===== config.mk =====
export PLATFORM = sky130hd
export DESIGN_NAME = dfs_spanning_forest
export DESIGN_NICKNAME = d
export VERILOG_FILES = /design/src/rtl/dfs_pkg.sv /design/src/rtl/dfs_lowbit.sv /design/src/rtl/dfs_spanning_forest.sv
export SDC_FILE = /design/constraint.sdc
export NUM_CORES = 2
export LEC_CHECK = 0
export ABC_CLOCK_PERIOD_IN_PS = 10050
export BUFFER_PORTS_ARGS = -buffer_cell sky130_fd_sc_hd__buf_2
export CORE_ASPECT_RATIO = 0.8
export CORE_MARGIN = 1.5
export CORE_UTILIZATION = 28
export CTS_CLUSTER_DIAMETER = 120
export DETAILED_ROUTE_END_ITERATION = 10
export HOLD_SLACK_MARGIN = 0.15
export PLACE_DENSITY_LB_ADDON = 0.05
export SLEW_MARGIN = 20
export SYNTH_ARGS = -nofsm -noshare
export SYNTH_HDL_FRONTEND = slang
export SYNTH_SLANG_ARGS = --single-unit

===== constraint.sdc =====
create_clock -name i_clk -period 10.05 [get_ports i_clk]
set_input_delay 0.5025 -clock i_clk [delete_from_list [all_inputs] [get_ports i_clk]]
set_output_delay 0.5025 -clock i_clk [all_outputs]
set_load 0.05 [all_outputs]

===== src/rtl/dfs_pkg.sv =====
// dfs_pkg: shared constants, opcodes and item types for the dfs spanning forest block
// no dependencies; imported by every module of the block
`timescale 1ns / 1ps
`default_nettype none

package dfs_pkg;

    localparam int VERTEX_SLOTS = 32;
    localparam int VTX_W        = 6;
    localparam int IDX_W        = $clog2(VERTEX_SLOTS);

    typedef logic [VTX_W-1:0]        t_vtx;
    typedef logic [IDX_W-1:0]        t_idx;
    typedef logic [VERTEX_SLOTS-1:0] t_row;

    typedef enum logic [1:0] {
        OP_ADD_EDGE = 2'd0,
        OP_RUN      = 2'd1,
        OP_CLEAR    = 2'd2,
        OP_NONE     = 2'd3
    } t_op;

    typedef struct packed {
        logic [1:0] operation;
        t_vtx       vertex_a;
        t_vtx       vertex_b;
    } t_in_item;

    typedef struct packed {
        t_vtx vertex;
        t_vtx parent_vertex;
        logic last;
    } t_out_item;

endpackage

`default_nettype wire


===== src/rtl/dfs_lowbit.sv =====
// dfs_lowbit: lowest set bit search over one adjacency-wide word, result as vertex number
// depends on dfs_pkg
`timescale 1ns / 1ps
`default_nettype none

module dfs_lowbit
    import dfs_pkg::*;
(
    input  wire t_row i_bits,
    output logic      o_found,
    output t_vtx      o_vertex
);

    always_comb begin
        o_found  = |i_bits;
        o_vertex = '0;
        for (int i = VERTEX_SLOTS - 1; i >= 0; i--) begin
            if (i_bits[i]) begin
                o_vertex = VTX_W'(i + 1);
            end
        end
    end

endmodule

`default_nettype wire


===== src/rtl/dfs_spanning_forest.sv =====
// dfs_spanning_forest: adjacency matrix store, depth-first search sequencer and result stage
// depends on dfs_pkg and dfs_lowbit
`timescale 1ns / 1ps
`default_nettype none

// For a run item over the n vertices in use, one shared lowest-bit search unit is
// stepped once per root pick plus one final empty pick, once per push and once
// per pop (each vertex is pushed and popped exactly once), then one result per
// vertex leaves through the output register, held back while the output is
// stalled. The input is stalled for the whole run.
module dfs_spanning_forest
    import dfs_pkg::*;
(
    input  wire            i_clk,
    input  wire            i_rst_n,
    input  wire            i_cfg_we,
    input  wire t_vtx      i_cfg_data,
    input  wire            i_in_valid,
    output logic           o_in_stall,
    input  wire t_in_item  i_in,
    output logic           o_out_valid,
    input  wire            i_out_stall,
    output t_out_item      o_out
);

    typedef enum logic [3:0] {
        S_IDLE = 4'b0001,
        S_ROOT = 4'b0010,
        S_WALK = 4'b0100,
        S_EMIT = 4'b1000
    } t_state;

    t_state    r_state, n_state;
    t_vtx      r_vertex_count;
    t_vtx      r_n, n_n;
    t_vtx      r_depth, n_depth;
    t_vtx      r_emit, n_emit;
    t_row      r_visited, n_visited;
    logic      r_out_valid, n_out_valid;
    t_out_item r_out;
    t_row      r_adj [VERTEX_SLOTS];
    t_vtx      r_stack [VERTEX_SLOTS];
    t_vtx      r_parent [VERTEX_SLOTS];

    logic      in_accept;
    logic      a_ok, b_ok;
    t_vtx      eff_n;
    t_row      in_use;
    t_vtx      top;
    t_row      lb_in;
    logic      lb_found;
    t_vtx      lb_vertex;
    t_idx      lb_idx;
    logic      emit_load;

    assign in_accept = i_in_valid && (r_state == S_IDLE);
    assign a_ok      = (i_in.vertex_a >= VTX_W'(1)) && (i_in.vertex_a <= VTX_W'(VERTEX_SLOTS));
    assign b_ok      = (i_in.vertex_b >= VTX_W'(1)) && (i_in.vertex_b <= VTX_W'(VERTEX_SLOTS));
    assign eff_n     = (r_vertex_count > VTX_W'(VERTEX_SLOTS)) ? VTX_W'(VERTEX_SLOTS)
                                                               : r_vertex_count;
    assign in_use    = ~({VERTEX_SLOTS{1'b1}} << r_n);
    assign top       = r_stack[IDX_W'(r_depth - VTX_W'(1))];
    assign lb_in     = (r_state == S_WALK) ? (r_adj[IDX_W'(top - VTX_W'(1))] & ~r_visited & in_use)
                                           : (~r_visited & in_use);
    assign lb_idx    = IDX_W'(lb_vertex - VTX_W'(1));
    assign emit_load = (r_state == S_EMIT) && (!r_out_valid || !i_out_stall);

    dfs_lowbit u_lowbit (
        .i_bits   (lb_in),
        .o_found  (lb_found),
        .o_vertex (lb_vertex)
    );

    always_comb begin
        n_state     = r_state;
        n_n         = r_n;
        n_depth     = r_depth;
        n_emit      = r_emit;
        n_visited   = r_visited;
        n_out_valid = r_out_valid;
        if (r_out_valid && !i_out_stall) begin
            n_out_valid = 1'b0;
        end
        unique case (r_state)
            S_IDLE: begin
                if (in_accept && (t_op'(i_in.operation) == OP_RUN) && (eff_n != '0)) begin
                    n_n       = eff_n;
                    n_visited = '0;
                    n_state   = S_ROOT;
                end
            end
            S_ROOT: begin
                if (lb_found) begin
                    n_visited = r_visited | (t_row'(1) << lb_idx);
                    n_depth   = VTX_W'(1);
                    n_state   = S_WALK;
                end else begin
                    n_emit  = VTX_W'(1);
                    n_state = S_EMIT;
                end
            end
            S_WALK: begin
                if (lb_found) begin
                    n_visited = r_visited | (t_row'(1) << lb_idx);
                    n_depth   = r_depth + VTX_W'(1);
                end else begin
                    n_depth = r_depth - VTX_W'(1);
                    if (r_depth == VTX_W'(1)) begin
                        n_state = S_ROOT;
                    end
                end
            end
            S_EMIT: begin
                if (emit_load) begin
                    n_out_valid = 1'b1;
                    n_emit      = r_emit + VTX_W'(1);
                    if (r_emit == r_n) begin
                        n_state = S_IDLE;
                    end
                end
            end
            default: begin
                n_state = S_IDLE;
            end
        endcase
    end

    always_ff @(posedge i_clk) begin
        if (!i_rst_n) begin
            r_state        <= S_IDLE;
            r_vertex_count <= VTX_W'(VERTEX_SLOTS);
            r_n            <= '0;
            r_depth        <= '0;
            r_emit         <= '0;
            r_visited      <= '0;
            r_out_valid    <= 1'b0;
            r_adj          <= '{default: '0};
        end else begin
            r_state     <= n_state;
            r_n         <= n_n;
            r_depth     <= n_depth;
            r_emit      <= n_emit;
            r_visited   <= n_visited;
            r_out_valid <= n_out_valid;
            if (i_cfg_we) begin
                r_vertex_count <= i_cfg_data;
            end
            if (in_accept && (t_op'(i_in.operation) == OP_CLEAR)) begin
                r_adj <= '{default: '0};
            end else if (in_accept && (t_op'(i_in.operation) == OP_ADD_EDGE) && a_ok && b_ok) begin
                r_adj[IDX_W'(i_in.vertex_a - VTX_W'(1))][IDX_W'(i_in.vertex_b - VTX_W'(1))] <= 1'b1;
                r_adj[IDX_W'(i_in.vertex_b - VTX_W'(1))][IDX_W'(i_in.vertex_a - VTX_W'(1))] <= 1'b1;
            end
        end
    end

    // stack, parents and result payload
    always_ff @(posedge i_clk) begin
        if ((r_state == S_ROOT) && lb_found) begin
            r_stack[0]       <= lb_vertex;
            r_parent[lb_idx] <= '0;
        end
        if ((r_state == S_WALK) && lb_found) begin
            r_stack[IDX_W'(r_depth)] <= lb_vertex;
            r_parent[lb_idx]         <= top;
        end
        if (emit_load) begin
            r_out.vertex        <= r_emit;
            r_out.parent_vertex <= r_parent[IDX_W'(r_emit - VTX_W'(1))];
            r_out.last          <= (r_emit == r_n);
        end
    end

    assign o_in_stall  = (r_state != S_IDLE);
    assign o_out_valid = r_out_valid;
    assign o_out       = r_out;

    a_walk_depth_nonzero: assert property (@(posedge i_clk) disable iff (!i_rst_n)
        (r_state == S_WALK) |-> ((r_depth != '0) && (r_depth <= r_n)))
        else $error("walk with empty or oversized stack");

    a_all_visited_at_emit: assert property (@(posedge i_clk) disable iff (!i_rst_n)
        ((r_state == S_EMIT) && (r_emit == VTX_W'(1))) |-> ((r_visited & in_use) == in_use))
        else $error("emit started with unvisited vertex");

    a_emit_in_range: assert property (@(posedge i_clk) disable iff (!i_rst_n)
        emit_load |-> ((r_emit >= VTX_W'(1)) && (r_emit <= r_n)))
        else $error("emitted vertex out of range");

endmodule

`default_nettype wire


==> results.yml <==
grt:
  antenna_found_initial: 14
  grt.overflow.total: 0
  track_usage_pct: 23.5
  grt_pass1_wl_mm: 377
  first_global_vias: 46602
  grt_start_max_net_pins: 198
sta:
  slew_viol_final: 0
  fin_crit_sh_pct: 95.1
  fin_tns_setup_ns: 0
  timing.hold.ws_ns: 0.263
  setup_viol: 0
  fin_skew_ns: 0.0450
  fmax_mhz: 105
  finalHoldViolCount: 0
  slew_headroom_pct: 24.4
  tightest_slew_ns: 1.13
  finalWorstSetupSlack_ns: 0.493
  rsz0062_at_grt: "no"
  fin_crit_ns: 9.56
setup_path:
  criticalPathCategory: "reg -> reg"
  reg2regPathDepth: 19
  crit_chain: "inv_1, ha_2, buf_4, mux4_2, mux4_2, mux2i_2, ha_4, buf_12, buf_4, mux4_2, a2111oi_0, nor4_1, o21ai_0, and3_1, a211oi_1, o41ai_2, inv_2, nor4bb_1, buf_4"
  cp.required_ns: 10.62
  r2r-start: "r_depth[1]"
  cp.arrival_ns: 10.12
  start_kind: "flip-flop"
  max_stage_delay_ns: 0.88
  cpMaxStageDelayCell: "o41ai_2"
  end_kind: "flip-flop"
  r2r-end: "r_parent[10][2]"
  path_max_fanout: 55
  reg2reg_slack_ns: 0.49
yosys:
  yosysTopAreaCellShare_pct: 35.0
  yosysSeqAreaShare_pct: 54.2
  synth_cell_type_count: 102
  yosys_warnings: 0
  synth_mux_area_share_pct: 13.8
  ys_seq_elements: 1482
  synth_top_area_cell: "dfxtp_1"
  synth_common_cells: "nor2_1, dfxtp_1, o22ai_1"
  syn-num-nets: 6267
  synth_fa_ha_area_share_pct: 0.121
  synth_area_mm2: 0.0621
  synth_top_family_by_area: "simple AND/OR/NAND/NOR gates"
  yosys.area_share.simple_pct: 18.7
  synth.area.top_cells: "dfxtp_1, edfxtp_1, nor2_1"
  avgSynthCellArea_um2: 9.96
  syn_inst: 6236
  synth_edf_count: 397
  synth_ff_type: "dfxtp_1"
  async_flop_share_pct: 0
  yosysMostFrequentCell: "nor2_1"
  synth-compound-area-share_pct: 9.18
  synth-xor-area-share_pct: 0.526
route:
  wirelength_mm: 269
  vias_per_cell: 5.28
  postRouteAntennaNets: 0
  route.detailed.drc: 0
  num_vias: 48949
  post_drt_wl_per_cell_um: 29.0
  drtPass1Iterations: 6
  wl_met3_mm: 17.7
  wl_met2_mm: 109
  drtIter0Drc: 5086
  wl_met1_mm: 137
  highest_layer: "met5"
die:
  die-area_mm2: 0.225
  start_util_pct: 28.2
  rows: 154
  io_pins: 40
  core_area_mm2: 0.220
  die_height_um: 424
  fp.dieW_um: 530
clocking:
  cts-resized-gates: 0
  clock_latency_ns: 0.85
  clkSlewWorstSetupHoldPaths_ns: 0.06
  cts_buffers: 176
  cts-root-buf: "clkbuf_16"
  htreeDepth: 4
  cts_buffer_depth: 4
  post_cts_buffers: 0
  cts_tree: "built"
  clock_sinks: 1482
min_path:
  hp-start: "i_in[12]"
  holdPathEnd: "r_visited[11]"
  worst_hold_path_type: "in -> reg"
  holdPathStages: 3
cells_and_area:
  drive_gt1_share_pct: 14.3
  fin_nets: 6201
  syn_to_final_growth_pct: 15.2
power:
  power_density_mw_per_mm2: 214
  p_leak_nw: 23.2
  power.ir.vdd_worst_uv: 146
placement:
  place_congestion: 0.867
  preCtsSetupSlack_ns: 0.663
  dp_hpwl_mm: 173
  portBuffers: 39
status:
  status: "complete, no violations"
flow_run:
  drv_cap: 0
==> metal layers <==
metal / vias to the layer above / global-route usage (%)
met5: - / 0
met1: 25095 / 37.3
met3: 293 / 3.42
met2: 1687 / 32.7
li1: 21870 / -
met4: 4 / 5.28
==> cell type report <==
class	count	area, µm²
Sequential cell	1482	33600
Timing Repair Buffer	249	2050
Tap cell	2964	3710
Inverter	19	75.1
Fill cell	22597	149000
Multi-Input combinational cell	4242	26500
Antenna cell	5	12.5
Clock buffer	252	5040
Clock inverter	52	562
==> state kept, by name, summed over array words and instances (netlist names) <==
register,cells
r_n,6
r_vertex_count,6
r_stack,192
r_emit,6
r_visited,32
r_depth,6
r_parent,192
o_out,13
o_out_valid,1
r_adj,1024
r_state,4
==> where the power goes <==
part / internal (W) / leakage, nW / switching (W) / total, W
clock: 0.00373 / 2.75 / 0.00267 / 0.00639
sequential: 0.00625 / 11.9 / 0.0000140 / 0.00626
combinational: 0.000767 / 8.58 / 0.00193 / 0.00270
total: 0.0107 / 23.2 / 0.00461 / 0.0154
==> kinds of logic (layout without fill, tap and decap cells) <==
kind of cell | after synthesis | after routing
fa+ha+maj | 6 | 6
mux | 465 | 465
compound gates | 859 | 859
flops | 1482 | 1482
other cells | 0 | 5
simple gates | 2882 | 2882
xor+xnor | 30 | 30
buf+inv | 512 | 572
==> what timing repair did <==
item,4_1_cts,5_1_grt
hold endpoints to repair,11,0
hold buffers,15,0
endpoints found under the setup margin,0,0
==> worst max-delay path: cells and delay by family (launching register included) <==
kind            cells  cell delay, ns
buf+inv             6            1.99
compound gates      4            2.28
mux                 4            1.73
fa+ha+maj           2            1.00
flops               1            0.68
simple gates        3            1.40
==> worst max path at each step <==
stage          slack (ns)              end        from  depth (start not counted)
2_1_floorplan        0.75  r_parent[18][0]  r_depth[0]                         33
3_3_place_gp         0.83  r_parent[26][5]  r_depth[1]                         18
3_5_place_dp         0.66  r_parent[10][2]  r_depth[1]                         19
4_1_cts              0.65  r_parent[10][2]  r_depth[1]                         19
5_1_grt             0.002  r_parent[10][3]  r_depth[1]                         19
6_report             0.49  r_parent[10][2]  r_depth[1]                         19
==> stage by stage <==
stage                     cell area, µm²  utilization (%)  instances  power, W
final                              71600             32.5       9265    0.0154
after global routing               71600             32.5       9260    0.0158
after CTS                          71600             32.5       9260    0.0155
after detailed placement           65800             29.9       8941   0.00908
after global placement             65700             29.8       8938   0.00904
after floorplan                    62100                -       6236   0.00796
==> placed cells by master (no fill, tap or decap), drive strengths merged, types with 21 or more instances in the layout <==
cell type and count:
o22ai 499, a211oi 27, and2 23, a22o 21, dfxtp 1085, nor2 2170
nand2 422, nand4 27, nor3 73, buf 234, mux2i 133, nand3 48
clkinv 42, clkbuf 252, a21oi 103, mux2 23, mux4 309, edfxtp 397
o21ai 35
Note: power is estimated with default switching activity, not from simulation.
